File: src/rtl/core/move_to_front_transform_assert.svh
// assertion macros used by the move-to-front transform top level
`ifndef MOVE_TO_FRONT_TRANSFORM_ASSERT_SVH
`define MOVE_TO_FRONT_TRANSFORM_ASSERT_SVH

// same-cycle implication, sampled on aclk, off while aresetn is low
`define MTFT_ASSERT_IMP(label, ante, cons, msg) \
    label: assert property (@(posedge aclk) disable iff (!aresetn) \
        (ante) |-> (cons)) else $error(msg);

// next-cycle implication, sampled on aclk, off while aresetn is low
`define MTFT_ASSERT_NXT(label, ante, cons, msg) \
    label: assert property (@(posedge aclk) disable iff (!aresetn) \
        (ante) |=> (cons)) else $error(msg);

`endif

File: src/rtl/core/mtft_pkg.sv
// shared constants and types of the move-to-front transform
package mtft_pkg;

    localparam int ALPHABET_MAX = 256;
    localparam int SYM_W        = $clog2(ALPHABET_MAX);
    localparam int CNT_W        = 9;

    localparam logic [CNT_W-1:0] CNT_MAX = CNT_W'(ALPHABET_MAX);

    localparam logic ACT_ENCODE = 1'b0;
    localparam logic ACT_DECODE = 1'b1;

    // wave that walks down the cell chain, one cell per cycle
    typedef struct packed {
        logic             vld;
        logic             found;
        logic [SYM_W-1:0] carry;
        logic [SYM_W-1:0] value;
    } tok_t;

    // broadcast from the controller to every cell
    typedef struct packed {
        logic             restore;
        logic             mode;
        logic [SYM_W-1:0] key;
    } cell_ctrl_t;

endpackage

File: src/rtl/core/mtft_cell.sv
// one list position: holds a symbol and swaps it with the passing wave
module mtft_cell
    import mtft_pkg::*;
(
    input  logic             aclk,
    input  logic             aresetn,
    input  logic [SYM_W-1:0] cell_idx,
    input  cell_ctrl_t       ctrl,
    input  logic             front_we,
    input  logic [SYM_W-1:0] front_sym,
    input  tok_t             tok_in,
    output tok_t             tok_out
);

    logic [SYM_W-1:0] sym_reg;
    logic [SYM_W-1:0] sym_next;
    tok_t             tok_reg;
    tok_t             tok_next;
    logic             swap;
    logic             hit;

    // before the target is found every cell hands its symbol one place down
    assign swap = tok_in.vld && !tok_in.found;
    assign hit  = swap && ((ctrl.mode == ACT_DECODE) ? (cell_idx == ctrl.key)
                                                    : (sym_reg == ctrl.key));

    always_comb begin
        sym_next = sym_reg;
        if (ctrl.restore) begin
            sym_next = cell_idx;
        end else if (front_we) begin
            sym_next = front_sym;
        end else if (swap) begin
            sym_next = tok_in.carry;
        end

        tok_next.vld   = tok_in.vld;
        tok_next.found = tok_in.found || hit;
        tok_next.carry = swap ? sym_reg : tok_in.carry;
        tok_next.value = tok_in.value;
        if (hit) begin
            tok_next.value = (ctrl.mode == ACT_DECODE) ? sym_reg : cell_idx;
        end
    end

    always_ff @(posedge aclk) begin
        if (!aresetn) begin
            sym_reg     <= cell_idx;
            tok_reg.vld <= 1'b0;
        end else begin
            sym_reg     <= sym_next;
            tok_reg.vld <= tok_next.vld;
        end
        tok_reg.found <= tok_next.found;
        tok_reg.carry <= tok_next.carry;
        tok_reg.value <= tok_next.value;
    end

    assign tok_out = tok_reg;

endmodule

File: config.mk
export PLATFORM = sky130hd
export DESIGN_NAME = mtft_cell
export DESIGN_NICKNAME = d
export VERILOG_FILES = /design/src/rtl/core/move_to_front_transform_assert.svh /design/src/rtl/core/mtft_pkg.sv /design/src/rtl/core/mtft_cell.sv
export SDC_FILE = /design/constraint.sdc
export NUM_CORES = 1
export LEC_CHECK = 0
export BUFFER_PORTS_ARGS = -buffer_cell sky130_fd_sc_hd__buf_2
export CAP_MARGIN = 20
export CELL_PAD_IN_SITES_DETAIL_PLACEMENT = 1
export CELL_PAD_IN_SITES_GLOBAL_PLACEMENT = 1
export CORE_MARGIN = 3
export CORE_UTILIZATION = 33
export CTS_CLUSTER_DIAMETER = 120
export CTS_CLUSTER_SIZE = 10
export DETAILED_ROUTE_END_ITERATION = 16
export PLACE_DENSITY_LB_ADDON = 0.1
export SYNTH_ARGS = -nofsm -noshare
export SYNTH_HDL_FRONTEND = slang
export SYNTH_SLANG_ARGS = --single-unit
File: constraint.sdc
create_clock -name aclk -period 2 [get_ports aclk]
set_input_delay 0.1 -clock aclk [delete_from_list [all_inputs] [get_ports aclk]]
set_output_delay 0.1 -clock aclk [all_outputs]
set_load 0.05 [all_outputs]
==> results.json, run 1 <==
{
  "wl_per_cell_um": 16.1,
  "finalCriticalPeriod_ps": 1850,
  "postRouteAntennaNets": 0,
  "route.met2.wl_um": 1870,
  "portBuffers": 64,
  "crit_required_ps": 2170,
  "p_leak_nw": 0.838,
  "max-slew-margin-rel_pct": 72.6,
  "crit_arrival_ps": 2030,
  "cts_tree": "done",
  "netlist_area_mm2": 0.00128,
  "grt_util_all_layers_pct": 16.1,
  "drv_cap": 0,
  "grt-ovfl-total": 0,
  "htreeDepth": 1,
  "outcome": "completed",
  "grt_first_pass_wirelength_um": 5400,
  "fin_nets": 222,
  "drt_first_pass_iters": 2,
  "ctsHoldBuffers": 0,
  "routed_wl_um": 3540,
  "layout_commonest_cell": "buf_2",
  "startpoint": "sym_reg[0]$_DFFE_PP_",
  "largest_reg_flops": 18,
  "fin_setup_tns_ps": 0,
  "cts.clk_slew.worst_paths_ps": 100,
  "grt_max_degree": 18,
  "wl_met1_um": 1430,
  "viasPerCell": 4.71,
  "irDropWorstVdd_mv": 0.355,
  "root_buffer": "clkbuf_8",
  "gp_congestion": 0.663,
  "fp-row-count": 21,
  "hold_path.class": "input pin to flip-flop",
  "drtIter0Drc": 23,
  "synthCells": 104,
  "endpoint_kind": "flip-flop",
  "dieWidth_um": 68.3,
  "ys_warn_count": 0,
  "crit_type": "flip-flop to flip-flop",
  "synth_fp_nets": 151,
  "place_ws_ps": 71.4,
  "clock_path_buffers": 2,
  "die-height_um": 68.3,
  "cts_sinks": 26,
  "final_layout_size_suffix_gt1_share_pct": 58.0,
  "min_from": "tok_in[16]",
  "timing.rr.start": "sym_reg[0]$_DFFE_PP_",
  "timing_hold_violations_final": 0,
  "routed.top_layer": "met4",
  "start_util_pct": 36.3,
  "dpl.hpwl_um": 2760,
  "cp_max_fo": 6,
  "ioPinCount": 65,
  "via_count": 1037,
  "setup_ws_ps": 149,
  "seq_area_frac_synth_pct": 47.0,
  "mostFrequentLayoutCells": "buf_2 (64), mux2_2 (24), dfxtp_1 (18)",
  "powerDensity_mw_per_mm2": 765,
  "synth_cell_type_count": 18,
  "core-area_mm2": 0.00352,
  "fmax_mhz": 540,
  "syn_to_final_growth_pct": 36.5,
  "drcViolationCount": 0,
  "skew_ps": 3.15,
  "setup_viol": 0,
  "fin_crit_sh_pct": 92.6,
  "worstMarginPinSlew_ps": 411,
  "fillCellCount": 415,
  "syn_area_per_cell_um2": 12.3,
  "grt_pass1_vias": 1132,
  "route.met3.wl_um": 193,
  "ys_ff_latch": 26,
  "start_kind": "flip-flop",
  "drv_slew": 0,
  "rsz0062_at_grt": "no",
  "cts_buffers": 3,
  "die-area_mm2": 0.00466,
  "clock_latency_ps": 280,
  "n_antenna_cell": 0,
  "antenna_found_initial": 0
}
==> cell type report <==
type	instances	area [um2]	share of cell area [%]
Tap cell	46	57.6	3.30
Clock buffer	4	66.3	3.80
Sequential cell	26	601	34.4
Timing Repair Buffer	71	385	22.1
Multi-Input combinational cell	73	636	36.4
==> Yosys cell counts (all sizes together) <==
| library cell | number | area [um2] |
|---|---|---|
| and2 | 1 | 6.26 |
| buf | 2 | 31.3 |
| clkbuf | 3 | 11.3 |
| dfxtp | 18 | 360 |
| edfxtp | 8 | 240 |
| mux2 | 24 | 270 |
| mux2i | 16 | 160 |
| nand2 | 9 | 33.8 |
| nand2b | 2 | 12.5 |
| nand3 | 1 | 5.00 |
| nand4 | 1 | 6.26 |
| nor2 | 1 | 3.75 |
| nor4 | 1 | 21.3 |
| o21ai | 8 | 40.0 |
| or2 | 1 | 6.26 |
| xnor2 | 1 | 8.76 |
| xor2 | 7 | 61.3 |
==> through the flow <==
step | util [%] | hold slack [ps] | std cells | area, um2 | power, mW
4_1_cts | 49.1 | 25.8 | 218 | 1730 | 1.34
5_1_grt | 49.6 | 21.7 | 220 | 1750 | 1.39
2_1_floorplan | - | 207 | 104 | 1280 | 0.833
3_3_place_gp | 47.3 | 324 | 214 | 1660 | 0.933
3_5_place_dp | 47.3 | 321 | 214 | 1660 | 0.943
6_report | 49.6 | 27.6 | 220 | 1750 | 1.33
==> where the power goes <==
part	leakage [nW]	switching [mW]	internal, mW
Combinational	0.567	0.193	0.131
Clock	0.0339	0.182	0.218
Sequential	0.237	0.0202	0.591
Total	0.838	0.395	0.940
==> layer usage <==
layer / vias up / track usage, %
met4: 0 / 5.96
met3: 5 / 3.94
li1: 513 / -
met1: 485 / 17.5
met2: 34 / 30.0
met5: - / 0
==> worst max-delay path, stage by stage, from the launching register on <==
cell      delay [ps]
edfxtp_1         430
mux2i_1          200
xor2_1           220
nand4_1          170
nor4_4           190
buf_4            200
mux2_2           340
==> cell families after synthesis <==
family                    after synthesis  share of synthesized area [%]
DFF                                    26                           47.0
buffers and inverters                   5                           3.33
and+or+nand+nor                        17                           7.44
muxes                                  40                           33.7
AOI/OAI and AO/OA                       8                           3.13
xor gates and xnor gates                8                           5.48
==> timing repair <==
| action | in CTS | in global routing |
|---|---|---|
| buffers inserted | 0 | 2 |
| gates resized for setup | 0 | 0 |
| setup endpoints to repair | 0 | 8 |
==> path summary, 6_finish.rpt <==
kind,cells after the start,slack [ps],end
worst max register to register,6,150,tok_out[5]$_DFF_P_
worst min-delay path,2,30,tok_out[16]$_DFF_P_
worst max-delay path,6,150,tok_out[5]$_DFF_P_
worst min register to register,1,560,tok_out[14]$_DFF_P_
(Power assumes the default switching activity.)
==> run 2, diff against run 1 <==
--- a/config.mk
+++ b/config.mk
@@ -11,6 +11,7 @@
 export CELL_PAD_IN_SITES_GLOBAL_PLACEMENT = 1
 export CORE_MARGIN = 3
 export CORE_UTILIZATION = 33
+export CTS_BUF_LIST = sky130_fd_sc_hd__clkbuf_16
 export CTS_CLUSTER_DIAMETER = 120
 export CTS_CLUSTER_SIZE = 10
 export DETAILED_ROUTE_END_ITERATION = 16
==> results.json, run 2 (synthesis gave the netlist of run 1 again) <==
{
  "outcome": "completed",
  "startpoint": "sym_reg[0]$_DFFE_PP_",
  "cts_sinks": 26,
  "fin_setup_tns_ps": 0,
  "whs_ps": 46.2,
  "p_leak_nw": 0.848,
  "fp-row-count": 21,
  "cts_buffers": 3,
  "final_util_pct": 50.3,
  "endpoint_kind": "flip-flop",
  "routed_wl_um": 3560,
  "drtIter0Drc": 19,
  "drv_slew": 0,
  "antenna_found_initial": 0,
  "use_met3_pct": 3.45,
  "cts_tree": "done",
  "grt_max_degree": 18,
  "grt_util_all_layers_pct": 16.3,
  "reg2reg_depth": 6,
  "min_from": "tok_in[16]",
  "timing.rr.start": "sym_reg[0]$_DFFE_PP_",
  "crit_type": "flip-flop to flip-flop",
  "design_area_mm2": 0.00177,
  "dpl.hpwl_um": 2760,
  "use_met1_pct": 18.6,
  "postRouteAntennaNets": 0,
  "hold_path.class": "input pin to flip-flop",
  "clock_path_buffers": 2,
  "grt_first_pass_wirelength_um": 5470,
  "largest_reg_flops": 18,
  "clock_latency_ps": 260,
  "mostFrequentLayoutCells": "buf_2 (64), mux2_2 (24), dfxtp_1 (18)",
  "rrSetupSlack_ps": 110,
  "dieWidth_um": 68.3,
  "setup_ws_ps": 108,
  "grt_pass1_vias": 1136,
  "drt_first_pass_iters": 4,
  "crit_arrival_ps": 2040,
  "wl_per_cell_um": 16.3,
  "place_area_mm2": 0.00166,
  "max-slew-margin-rel_pct": 71.4,
  "setup_viol": 0,
  "timing_hold_violations_final": 0,
  "whs_path_depth": 2,
  "powerDensity_mw_per_mm2": 831,
  "cp_max_fo": 6,
  "layout_commonest_cell": "buf_2",
  "power.total_mw": 1.47,
  "irDropWorstVdd_mv": 0.309,
  "die-area_mm2": 0.00466,
  "ioPinCount": 65,
  "final_layout_size_suffix_gt1_share_pct": 57.8,
  "grt_busiest_layer": "met2",
  "via_count": 1044,
  "htreeDepth": 1,
  "grt-ovfl-total": 0,
  "worstMarginPinSlew_ps": 428,
  "drv_cap": 0,
  "portBuffers": 64,
  "drcViolationCount": 0,
  "fmax_mhz": 528,
  "ctsHoldBuffers": 0,
  "start_kind": "flip-flop",
  "met2_usage_pct": 30.2,
  "cts.clk_slew.worst_paths_ps": 70,
  "hold_path_end": "tok_out[16]$_DFF_P_",
  "viasPerCell": 4.77,
  "core-area_mm2": 0.00352,
  "die-height_um": 68.3,
  "place_ws_ps": 71.4,
  "instances_no_fill": 219,
  "crit_required_ps": 2150,
  "fin_nets": 221,
  "finalCriticalPeriod_ps": 1890,
  "skew_ps": 2.45,
  "dp.cells": 214,
  "syn_to_final_growth_pct": 38.6,
  "rsz0062_at_grt": "no",
  "start_util_pct": 36.3,
  "fin_crit_sh_pct": 94.6,
  "gp_congestion": 0.663,
  "r2r-end": "tok_out[5]$_DFF_P_",
  "n_antenna_cell": 0,
  "root_buffer": "clkbuf_16"
}
run 2: cell types whose count changed in the layout (fill, tap and decap cells not counted):
cell       delta
clkbuf_16     +3
clkbuf_8      -3
buf_4         -1
run 2: repair_timing:
| action | 4_1_cts | 5_1_grt |
|---|---|---|
| setup buffers | 0 | 1 |
| gates resized for setup | 0 | 0 |
| setup endpoints to repair | 0 | 6 |
run 2: critical path, cell delays in order (launching register included):
cell	delay [ps]
edfxtp_1	420
mux2i_1	200
xor2_1	200
nand4_1	160
nor4_4	260
buf_4	200
mux2_2	340
run 2: worst max path at each step:
stage	to	slack, ps	depth (start not counted)
3_3_place_gp	tok_out[3]$_DFF_P_	180	7
3_5_place_dp	tok_out[5]$_DFF_P_	70	7
2_1_floorplan	tok_out[0]$_DFF_P_	240	5
5_1_grt	tok_out[5]$_DFF_P_	4	6
4_1_cts	tok_out[5]$_DFF_P_	80	6
6_report	tok_out[5]$_DFF_P_	110	6
run 2: routing by layer:
layer  routed length, um  vias up  share of wire (%)
li1                    -      509                  -
met1                1450      500                 41
met2                1900       33                 53
met3                 195        2                5.5
met4                  17        0               0.48
met5                   0        -                  0
run 2: power by group:
part	switching [mW]	internal (mW)
sequential	0.0204	0.592
clock	0.192	0.348
combinational	0.192	0.128
total	0.404	1.07
run 2: area by class of cell:
type,instances,area [um2]
clock buffers,4,100
fillers,409,1750
multi-input cells,73,636
flip-flops and latches,26,601
well taps,46,57.6
repair buffers,70,378
